==> config.mk <==
export PLATFORM = sky130hd
export DESIGN_NAME = pid_controller_integral_zone_unit
export DESIGN_NICKNAME = d
export VERILOG_FILES = /design/src/rtl/core/pidz_pkg.sv /design/src/rtl/core/pid_controller_integral_zone_unit.sv /design/src/rtl/core/pidz_cfg_regs.sv /design/src/rtl/core/pidz_error_stage.sv /design/src/rtl/core/pidz_product_stage.sv /design/src/rtl/core/pidz_drive_stage.sv
export SDC_FILE = /design/constraint.sdc
export NUM_CORES = 2
export LEC_CHECK = 0
export BUFFER_PORTS_ARGS = -buffer_cell sky130_fd_sc_hd__clkbuf_2
export CORE_MARGIN = 10
export CORE_UTILIZATION = 37
export DETAILED_ROUTE_END_ITERATION = 7
export SETUP_SLACK_MARGIN = 0.5
export SYNTH_ARGS = -nofsm -noshare
export SYNTH_HDL_FRONTEND = slang
export SYNTH_HIERARCHICAL = 1
export SYNTH_SLANG_ARGS = --single-unit
==> constraint.sdc <==
create_clock -name aclk -period 7.8 [get_ports aclk]
set_input_delay 0.78 -clock aclk [delete_from_list [all_inputs] [get_ports aclk]]
set_output_delay 0.78 -clock aclk [all_outputs]
set_load 0.01 [all_outputs]
==> src/rtl/core/pidz_pkg.sv <==
// pidz_pkg: shared widths, register codes and stage types of the pid regulator
package pidz_pkg;

    localparam int DATA_W     = 16;
    localparam int ZONE_W     = 17;
    localparam int ERR_W      = 17;
    localparam int DERIV_W    = 18;
    localparam int INTEG_W    = 32;
    localparam int ACC_W      = INTEG_W + 1;
    localparam int CFG_IDX_W  = 3;
    localparam int CFG_DATA_W = 17;
    localparam int PROP_W     = DATA_W + ERR_W;
    localparam int INTP_W     = DATA_W + INTEG_W;
    localparam int DERP_W     = DATA_W + DERIV_W;
    localparam int SUM_W      = 49;
    localparam int FRAC_W     = 8;
    localparam int SHIFT_W    = SUM_W - FRAC_W;

    localparam logic signed [ACC_W-1:0] INTEG_MAX = 33'sd2147483647;
    localparam logic signed [ACC_W-1:0] INTEG_MIN = -33'sd2147483647;

    typedef enum logic [CFG_IDX_W-1:0] {
        REG_TARGET      = 3'd0,
        REG_PROP_GAIN   = 3'd1,
        REG_INTEG_GAIN  = 3'd2,
        REG_DERIV_GAIN  = 3'd3,
        REG_DRIVE_UPPER = 3'd4,
        REG_DRIVE_LOWER = 3'd5,
        REG_INTEG_ZONE  = 3'd6
    } cfg_reg_t;

    typedef struct packed {
        logic signed [DATA_W-1:0] target_value;
        logic signed [DATA_W-1:0] prop_gain;
        logic signed [DATA_W-1:0] integ_gain;
        logic signed [DATA_W-1:0] deriv_gain;
        logic signed [DATA_W-1:0] drive_upper;
        logic signed [DATA_W-1:0] drive_lower;
        logic        [ZONE_W-1:0] integ_zone;
    } cfg_t;

    typedef struct packed {
        logic signed [ERR_W-1:0]   err;
        logic signed [INTEG_W-1:0] integ;
        logic signed [DERIV_W-1:0] deriv;
    } err_stage_t;

    typedef struct packed {
        logic signed [PROP_W-1:0] prop;
        logic signed [INTP_W-1:0] intp;
        logic signed [DERP_W-1:0] derp;
    } prod_stage_t;

endpackage

==> src/rtl/core/pid_controller_integral_zone_unit.sv <==
// pid_controller_integral_zone_unit: top level of the pid regulator with integral zone and clamp
//
//  channel  direction  handshake            payload
//  s_       in         s_valid / s_ready    s_measured_value  16 signed
//  m_       out        m_valid / m_ready    m_drive_value     16 signed
//  cfg_     in         cfg_wr_en            cfg_index 3, cfg_wr_data 17
//
//  one item per cycle while m_ready is high; items pass the error, product and drive registers
//  the integral and last error update in the accept cycle, so the loop closes in one stage
//  reset clears the configuration registers, loop state and stage valids
//  each stage holds its item while the next one is full; bubbles close up under a stall
module pid_controller_integral_zone_unit (
    input  logic                              aclk,
    input  logic                              aresetn,
    input  logic                              cfg_wr_en,
    input  logic [pidz_pkg::CFG_IDX_W-1:0]    cfg_index,
    input  logic [pidz_pkg::CFG_DATA_W-1:0]   cfg_wr_data,
    input  logic                              s_valid,
    output logic                              s_ready,
    input  logic [pidz_pkg::DATA_W-1:0]       s_measured_value,
    output logic                              m_valid,
    input  logic                              m_ready,
    output logic [pidz_pkg::DATA_W-1:0]       m_drive_value
);
    import pidz_pkg::*;

    cfg_t        cfg;
    err_stage_t  err_data;
    prod_stage_t prod_data;
    logic        err_valid;
    logic        err_ready;
    logic        prod_valid;
    logic        prod_ready;

    pidz_cfg_regs u_cfg (
        .aclk        (aclk),
        .aresetn     (aresetn),
        .cfg_wr_en   (cfg_wr_en),
        .cfg_index   (cfg_index),
        .cfg_wr_data (cfg_wr_data),
        .cfg         (cfg)
    );

    pidz_error_stage u_error (
        .aclk           (aclk),
        .aresetn        (aresetn),
        .cfg            (cfg),
        .in_valid       (s_valid),
        .in_ready       (s_ready),
        .measured_value (s_measured_value),
        .out_valid      (err_valid),
        .out_ready      (err_ready),
        .out_data       (err_data)
    );

    pidz_product_stage u_product (
        .aclk      (aclk),
        .aresetn   (aresetn),
        .cfg       (cfg),
        .in_valid  (err_valid),
        .in_ready  (err_ready),
        .in_data   (err_data),
        .out_valid (prod_valid),
        .out_ready (prod_ready),
        .out_data  (prod_data)
    );

    pidz_drive_stage u_drive (
        .aclk        (aclk),
        .aresetn     (aresetn),
        .cfg         (cfg),
        .in_valid    (prod_valid),
        .in_ready    (prod_ready),
        .in_data     (prod_data),
        .out_valid   (m_valid),
        .out_ready   (m_ready),
        .drive_value (m_drive_value)
    );

endmodule

==> src/rtl/core/pidz_cfg_regs.sv <==
// pidz_cfg_regs: configuration register file written through the plain write port
module pidz_cfg_regs (
    input  logic                              aclk,
    input  logic                              aresetn,
    input  logic                              cfg_wr_en,
    input  logic [pidz_pkg::CFG_IDX_W-1:0]    cfg_index,
    input  logic [pidz_pkg::CFG_DATA_W-1:0]   cfg_wr_data,
    output pidz_pkg::cfg_t                    cfg
);
    import pidz_pkg::*;

    cfg_t cfg_reg;
    cfg_t cfg_next;

    always_comb begin
        cfg_next = cfg_reg;
        if (cfg_wr_en) begin
            case (cfg_reg_t'(cfg_index))
                REG_TARGET:      cfg_next.target_value = cfg_wr_data[DATA_W-1:0];
                REG_PROP_GAIN:   cfg_next.prop_gain    = cfg_wr_data[DATA_W-1:0];
                REG_INTEG_GAIN:  cfg_next.integ_gain   = cfg_wr_data[DATA_W-1:0];
                REG_DERIV_GAIN:  cfg_next.deriv_gain   = cfg_wr_data[DATA_W-1:0];
                REG_DRIVE_UPPER: cfg_next.drive_upper  = cfg_wr_data[DATA_W-1:0];
                REG_DRIVE_LOWER: cfg_next.drive_lower  = cfg_wr_data[DATA_W-1:0];
                REG_INTEG_ZONE:  cfg_next.integ_zone   = cfg_wr_data[ZONE_W-1:0];
                default:         cfg_next = cfg_reg;
            endcase
        end
    end

    always_ff @(posedge aclk) begin
        if (!aresetn) begin
            cfg_reg <= '0;
        end else begin
            cfg_reg <= cfg_next;
        end
    end

    assign cfg = cfg_reg;

endmodule

==> src/rtl/core/pidz_error_stage.sv <==
// pidz_error_stage: error, integral with zone and saturation, derivative, and loop state
module pidz_error_stage (
    input  logic                           aclk,
    input  logic                           aresetn,
    input  pidz_pkg::cfg_t                 cfg,
    input  logic                           in_valid,
    output logic                           in_ready,
    input  logic [pidz_pkg::DATA_W-1:0]    measured_value,
    output logic                           out_valid,
    input  logic                           out_ready,
    output pidz_pkg::err_stage_t           out_data
);
    import pidz_pkg::*;

    logic signed [ERR_W-1:0]   last_error_reg;
    logic signed [ERR_W-1:0]   last_error_next;
    logic signed [INTEG_W-1:0] integ_sum_reg;
    logic signed [INTEG_W-1:0] integ_sum_next;
    logic                      valid_reg;
    logic                      valid_next;
    err_stage_t                data_reg;
    err_stage_t                data_next;

    logic signed [ERR_W-1:0]   err;
    logic        [ERR_W-1:0]   mag;
    logic                      zone_hit;
    logic signed [ACC_W-1:0]   acc;
    logic signed [INTEG_W-1:0] integ_new;
    logic signed [DERIV_W-1:0] deriv;
    logic                      load;

    assign in_ready = !valid_reg || out_ready;
    assign load     = in_valid && in_ready;

    always_comb begin
        err      = {cfg.target_value[DATA_W-1], cfg.target_value}
                 - {measured_value[DATA_W-1], measured_value};
        mag      = err[ERR_W-1] ? (~err + 1'b1) : err;
        zone_hit = mag < cfg.integ_zone;
        acc      = {integ_sum_reg[INTEG_W-1], integ_sum_reg}
                 + {{(ACC_W-ERR_W){err[ERR_W-1]}}, err};
        if (!zone_hit) begin
            integ_new = '0;
        end else if (acc > INTEG_MAX) begin
            integ_new = INTEG_MAX[INTEG_W-1:0];
        end else if (acc < INTEG_MIN) begin
            integ_new = INTEG_MIN[INTEG_W-1:0];
        end else begin
            integ_new = acc[INTEG_W-1:0];
        end
        deriv = {err[ERR_W-1], err} - {last_error_reg[ERR_W-1], last_error_reg};

        last_error_next = last_error_reg;
        integ_sum_next  = integ_sum_reg;
        data_next       = data_reg;
        valid_next      = valid_reg;
        if (load) begin
            last_error_next = err;
            integ_sum_next  = integ_new;
            data_next.err   = err;
            data_next.integ = integ_new;
            data_next.deriv = deriv;
            valid_next      = 1'b1;
        end else if (out_ready) begin
            valid_next = 1'b0;
        end
    end

    always_ff @(posedge aclk) begin
        if (!aresetn) begin
            last_error_reg <= '0;
            integ_sum_reg  <= '0;
            valid_reg      <= 1'b0;
        end else begin
            last_error_reg <= last_error_next;
            integ_sum_reg  <= integ_sum_next;
            valid_reg      <= valid_next;
        end
    end

    always_ff @(posedge aclk) begin
        data_reg <= data_next;
    end

    assign out_valid = valid_reg;
    assign out_data  = data_reg;

endmodule

==> src/rtl/core/pidz_product_stage.sv <==
// pidz_product_stage: the three gain multiplications, registered
module pidz_product_stage (
    input  logic                    aclk,
    input  logic                    aresetn,
    input  pidz_pkg::cfg_t          cfg,
    input  logic                    in_valid,
    output logic                    in_ready,
    input  pidz_pkg::err_stage_t    in_data,
    output logic                    out_valid,
    input  logic                    out_ready,
    output pidz_pkg::prod_stage_t   out_data
);
    import pidz_pkg::*;

    logic        valid_reg;
    logic        valid_next;
    prod_stage_t data_reg;
    prod_stage_t data_next;
    logic        load;

    logic signed [PROP_W-1:0] prop;
    logic signed [INTP_W-1:0] intp;
    logic signed [DERP_W-1:0] derp;

    assign in_ready = !valid_reg || out_ready;
    assign load     = in_valid && in_ready;

    always_comb begin
        prop = $signed(cfg.prop_gain)  * $signed(in_data.err);
        intp = $signed(cfg.integ_gain) * $signed(in_data.integ);
        derp = $signed(cfg.deriv_gain) * $signed(in_data.deriv);

        data_next  = data_reg;
        valid_next = valid_reg;
        if (load) begin
            data_next.prop = prop;
            data_next.intp = intp;
            data_next.derp = derp;
            valid_next     = 1'b1;
        end else if (out_ready) begin
            valid_next = 1'b0;
        end
    end

    always_ff @(posedge aclk) begin
        if (!aresetn) begin
            valid_reg <= 1'b0;
        end else begin
            valid_reg <= valid_next;
        end
    end

    always_ff @(posedge aclk) begin
        data_reg <= data_next;
    end

    assign out_valid = valid_reg;
    assign out_data  = data_reg;

endmodule

==> src/rtl/core/pidz_drive_stage.sv <==
// pidz_drive_stage: product sum, floor shift, clamp and output register
module pidz_drive_stage (
    input  logic                           aclk,
    input  logic                           aresetn,
    input  pidz_pkg::cfg_t                 cfg,
    input  logic                           in_valid,
    output logic                           in_ready,
    input  pidz_pkg::prod_stage_t          in_data,
    output logic                           out_valid,
    input  logic                           out_ready,
    output logic [pidz_pkg::DATA_W-1:0]    drive_value
);
    import pidz_pkg::*;

    logic                     valid_reg;
    logic                     valid_next;
    logic [DATA_W-1:0]        drive_reg;
    logic [DATA_W-1:0]        drive_next;
    logic                     load;

    logic signed [SUM_W-1:0]   sum;
    logic signed [SHIFT_W-1:0] scaled;
    logic signed [SHIFT_W-1:0] upper;
    logic signed [SHIFT_W-1:0] lower;
    logic        [DATA_W-1:0]  clamped;

    assign in_ready = !valid_reg || out_ready;
    assign load     = in_valid && in_ready;

    always_comb begin
        sum    = {{(SUM_W-PROP_W){in_data.prop[PROP_W-1]}}, in_data.prop}
               + {{(SUM_W-INTP_W){in_data.intp[INTP_W-1]}}, in_data.intp}
               + {{(SUM_W-DERP_W){in_data.derp[DERP_W-1]}}, in_data.derp};
        // dropping the fraction bits floors toward minus infinity
        scaled = sum[SUM_W-1:FRAC_W];
        upper  = {{(SHIFT_W-DATA_W){cfg.drive_upper[DATA_W-1]}}, cfg.drive_upper};
        lower  = {{(SHIFT_W-DATA_W){cfg.drive_lower[DATA_W-1]}}, cfg.drive_lower};
        if (scaled > upper) begin
            clamped = cfg.drive_upper;
        end else if (scaled < lower) begin
            clamped = cfg.drive_lower;
        end else begin
            clamped = scaled[DATA_W-1:0];
        end

        drive_next = drive_reg;
        valid_next = valid_reg;
        if (load) begin
            drive_next = clamped;
            valid_next = 1'b1;
        end else if (out_ready) begin
            valid_next = 1'b0;
        end
    end

    always_ff @(posedge aclk) begin
        if (!aresetn) begin
            valid_reg <= 1'b0;
        end else begin
            valid_reg <= valid_next;
        end
    end

    always_ff @(posedge aclk) begin
        drive_reg <= drive_next;
    end

    assign out_valid   = valid_reg;
    assign drive_value = drive_reg;

endmodule
==> impl_metrics.ini <==
[yosys]
yosys_most_used_dff = sky130_fd_sc_hd__edfxtp_1
synth-compound-area-share_pct = 8.41
dominant_combinational_cell_family_by_area_after_synthesis = adder cells
synth-edff-count = 198
synth.net_count = 8206
yosys.area_share.adder_pct = 46.4
avgSynthCellArea_um2 = 9.29
sequential_to_total_area_share_from_yosys_stat_pct = 15.2
synth_cell_type_count = 111
syn_area_um2 = 61000
synthesis.yosys.warnings = 6
postSynth.asyncResetShare_pct = 0
post_synth_and_or_nand_nor_area_fraction_pct = 14.9
yosys.area_share.xor_xnor_pct = 3.10
synth_mux_area_share_pct = 1.97
synth_seq_cells = 363
synthesis.instances = 6565

[timing]
finalClockSkew_ps = 33.0
timing_worst_slew_pin_value_ps = 1150
report.final.setup_viol = 0
max_freq_ghz = 0.142
slew_violations = 0
timing.max_slew.rel_slack_pct = 23.1
unrepaired_setup_endpoints_after_global_routing = no
period_share_pct = 90.2
period_needed_ps = 7030
postLayoutSetupSlackWorst_ps = 765
timing.final.hold_violations = 0
totalNegativeSetupSlack_ps = 0

[critical_path]
critPathMaxFanout = 18
worst_setup_path_end_kind = register
critical_path.most_common_cell = sky130_fd_sc_hd__fa_1
path_cells = nand2_1, fa_1, inv_1, fa_1, fa_1, fa_1, fa_1, inv_1, fa_1, inv_1, ha_1, and3_1, and3_1, a221oi_1, o2111ai_1, nand3_1, nand3_1, nor4b_1, a311o_1
cp.required_ps = 8160
critical_path_depth = 19
worst_ep_arrival_time_ps = 7400
slowest_delay_ps = 890
critical_path.top_delay_family = adder cells
worstRegToRegCells = 19
cp_slowest_cell = sky130_fd_sc_hd__dfxtp_1
worst-setup-path-type = reg2reg
cp.buffers_inverters = 3
cp-start-kind = register

[cts]
clock_tree.buffer_depth = 3
cts_htree_levels = 2
insertion_delay_ps = 640
path_clk_slew_ps = 60
clock_sinks = 363
tritoncts = built
cts_buffers = 46
cts_hold_repair.buffers = 0
cts-root-buf = sky130_fd_sc_hd__clkbuf_16

[detailed_routing]
routed-via-count = 44400
dr.pass1.iters = 6
ant_nets = 0
drt-vias-per-instance = 5.07
route.final.wire_length_mm = 170
drt_iter0_drc = 2785
route.detailed.wl_per_inst_um = 19.5
drt_drc_violations_left = 0

[floorplan]
die_h_um = 426
io_pins = 59
die_width_um = 426
core_um2 = 163000
fp-row-count = 148
start_util_pct = 37.3
fp.dieArea_um2 = 182000

[final_layout]
largest_register_ff_count = 115
fill_cells = 16300
final_design_area_no_fill_um2 = 65300
post_route_cells_drive_above_1_share_pct = 4.41
final_nets = 8175
syn2layout_area_growth_pct = 7.01

[placement]
placed_area_um2 = 63700
routability_congestion_estimate_from_global_placement = 0.882
detailed_placement_wirelength_estimate_mm = 137
pre_cts_slack_ps = 549
count_of_buffers_inserted_at_the_top_level_ports = 58

[power_and_ir_drop]
vdd_drop_max_mv = 0.169
switching_power_mw = 4.47
power_report.internal_total_mw = 5.42
cellLeakagePower_nw = 31.6
power_frac_clock_pct = 21.5
p_per_area_nw_per_um2 = 152
power.combinational.fraction_pct = 50.4
netSwitchingFraction_pct = 45.2
seq_power_share_pct = 28.1
design_power_total_mw = 9.89

[global_route]
grt_max_degree = 69
grt.overflow.total = 0
number_of_antenna_violations_at_the_first_check_in_global_routing = 10
grt_first_pass_wirelength_mm = 271
vias_in_the_first_global_route = 47300
total_routing_usage_reported_by_global_routing_pct = 19.0

[outcome]
status = complete, no violations

[worst_hold_path]
hold-path-cell-count = 3
worst_min_path_class = in2reg

[flow_run]
max_cap_violations = 0
per-layer routing:
metal	track usage [%]	vias up	share of wire (%)
li1	-	20500	-
met1	25.1	22500	43
met2	31.5	1182	47
met3	2.88	213	5.7
met4	6.86	2	3.9
met5	0	-	0.0053
path summary, 6_finish.rpt:
| kind | startpoint | slack (ps) | to |
|---|---|---|---|
| hold reg to reg | u_error/last_error_reg[10] | 450 | u_error/last_error_reg[10] |
| setup / recovery | u_cfg/cfg[75] | 770 | u_product/out_data[79] |
| hold / removal | s_valid | 390 | u_error/out_valid |
| setup reg to reg | u_cfg/cfg[75] | 770 | u_product/out_data[79] |
cells by family (layout without fill, tap and decap cells):
group | after synthesis | after routing
xor+xnor | 216 | 216
mux | 120 | 120
flops | 363 | 363
fa+ha+maj | 1600 | 1600
compound gates | 768 | 768
simple gates | 1898 | 1898
other cells | 0 | 4
buf+inv | 1600 | 1607
placed cells by master (no fill, tap or decap), types with 22 or more instances in the layout:
| cell | Yosys | routed |
|---|---|---|
| sky130_fd_sc_hd__a211oi_1 | 27 | 27 |
| sky130_fd_sc_hd__xor2_1 | 61 | 61 |
| sky130_fd_sc_hd__ha_1 | 498 | 498 |
| sky130_fd_sc_hd__nand2_1 | 877 | 877 |
| sky130_fd_sc_hd__o31ai_1 | 23 | 23 |
| sky130_fd_sc_hd__edfxtp_1 | 198 | 198 |
| sky130_fd_sc_hd__nor2_1 | 211 | 211 |
| sky130_fd_sc_hd__and3_1 | 32 | 32 |
| sky130_fd_sc_hd__dfxtp_1 | 165 | 164 |
| sky130_fd_sc_hd__a31oi_1 | 43 | 43 |
| sky130_fd_sc_hd__o21bai_1 | 22 | 22 |
| sky130_fd_sc_hd__and2_1 | 435 | 434 |
| sky130_fd_sc_hd__inv_1 | 1362 | 1362 |
| sky130_fd_sc_hd__nand4_1 | 35 | 35 |
| sky130_fd_sc_hd__nand3_1 | 101 | 101 |
| sky130_fd_sc_hd__a21o_1 | 128 | 128 |
| sky130_fd_sc_hd__mux2i_1 | 118 | 118 |
| sky130_fd_sc_hd__nor3_1 | 57 | 57 |
| sky130_fd_sc_hd__a21oi_1 | 212 | 212 |
| sky130_fd_sc_hd__clkbuf_16 | 0 | 46 |
| sky130_fd_sc_hd__o21a_1 | 29 | 29 |
| sky130_fd_sc_hd__o21ai_0 | 123 | 123 |
| sky130_fd_sc_hd__clkbuf_2 | 1 | 57 |
| sky130_fd_sc_hd__fa_1 | 1102 | 1102 |
| sky130_fd_sc_hd__nand2b_1 | 50 | 50 |
| sky130_fd_sc_hd__xnor2_1 | 155 | 155 |
| sky130_fd_sc_hd__buf_4 | 3 | 96 |
what timing repair did:
action / CTS / global route
hold endpoints to repair: 0 / 0
gates resized for setup: 0 / 3
setup endpoints to repair: 0 / 41
buffers inserted: 0 / 3
synth_stat cells (50+ instances only):
cell type | number | share of area (%)
sky130_fd_sc_hd__nor3_1 | 57 | 0.47
sky130_fd_sc_hd__mux2i_1 | 118 | 1.9
sky130_fd_sc_hd__nand3_1 | 101 | 0.83
sky130_fd_sc_hd__nand2b_1 | 50 | 0.51
sky130_fd_sc_hd__ha_1 | 498 | 10
sky130_fd_sc_hd__o21ai_0 | 123 | 1.0
sky130_fd_sc_hd__fa_1 | 1102 | 36
sky130_fd_sc_hd__and2_1 | 435 | 4.5
sky130_fd_sc_hd__xnor2_1 | 155 | 2.2
sky130_fd_sc_hd__a21oi_1 | 212 | 1.7
sky130_fd_sc_hd__xor2_1 | 61 | 0.88
sky130_fd_sc_hd__nand2_1 | 877 | 5.4
sky130_fd_sc_hd__inv_1 | 1362 | 8.4
sky130_fd_sc_hd__nor2_1 | 211 | 1.3
sky130_fd_sc_hd__dfxtp_1 | 165 | 5.4
sky130_fd_sc_hd__a21o_1 | 128 | 1.6
sky130_fd_sc_hd__edfxtp_1 | 198 | 9.7
sky130_fd_sc_hd__clkbuf_1 | 201 | 1.2
worst min-delay path, delay by kind of cell:
family / cells / cell delay (ps)
AOI/OAI and AO/OA: 1 / 50
buffers and inverters: 2 / 140
final cells by class:
class / count / area [µm²] / area share, %
multi-input cells: 4602 / 45700 / 69.9
clock inverters: 28 / 264 / 0.404
diodes: 4 / 10.0 / 0.0153
well taps: 2175 / 2720 / 4.17
inverters: 1366 / 5130 / 7.86
flip-flops and latches: 363 / 9250 / 14.2
clock buffers: 58 / 1220 / 1.86
repair buffers: 155 / 1040 / 1.59
power groups by stage:
stage / Clock, mW / Combinational [mW] / Sequential, mW
finish: 2.13 / 4.99 / 2.78
floorplan: 0 / 3.70 / 2.47
global route: 2.25 / 5.61 / 2.80
detailed placement: 0 / 4.92 / 2.82
global placement: 0 / 4.84 / 2.82
CTS: 2.19 / 4.96 / 2.78
per-stage QoR:
step,hold WS (ps),cells,util [%]
after floorplan,434,6565,-
final,389,8751,40.0
after CTS,352,8744,39.9
after global routing,404,8750,40.0
after global placement,443,8658,39.0
after detailed placement,449,8658,39.0
Note: power is estimated with default switching activity, not from simulation.
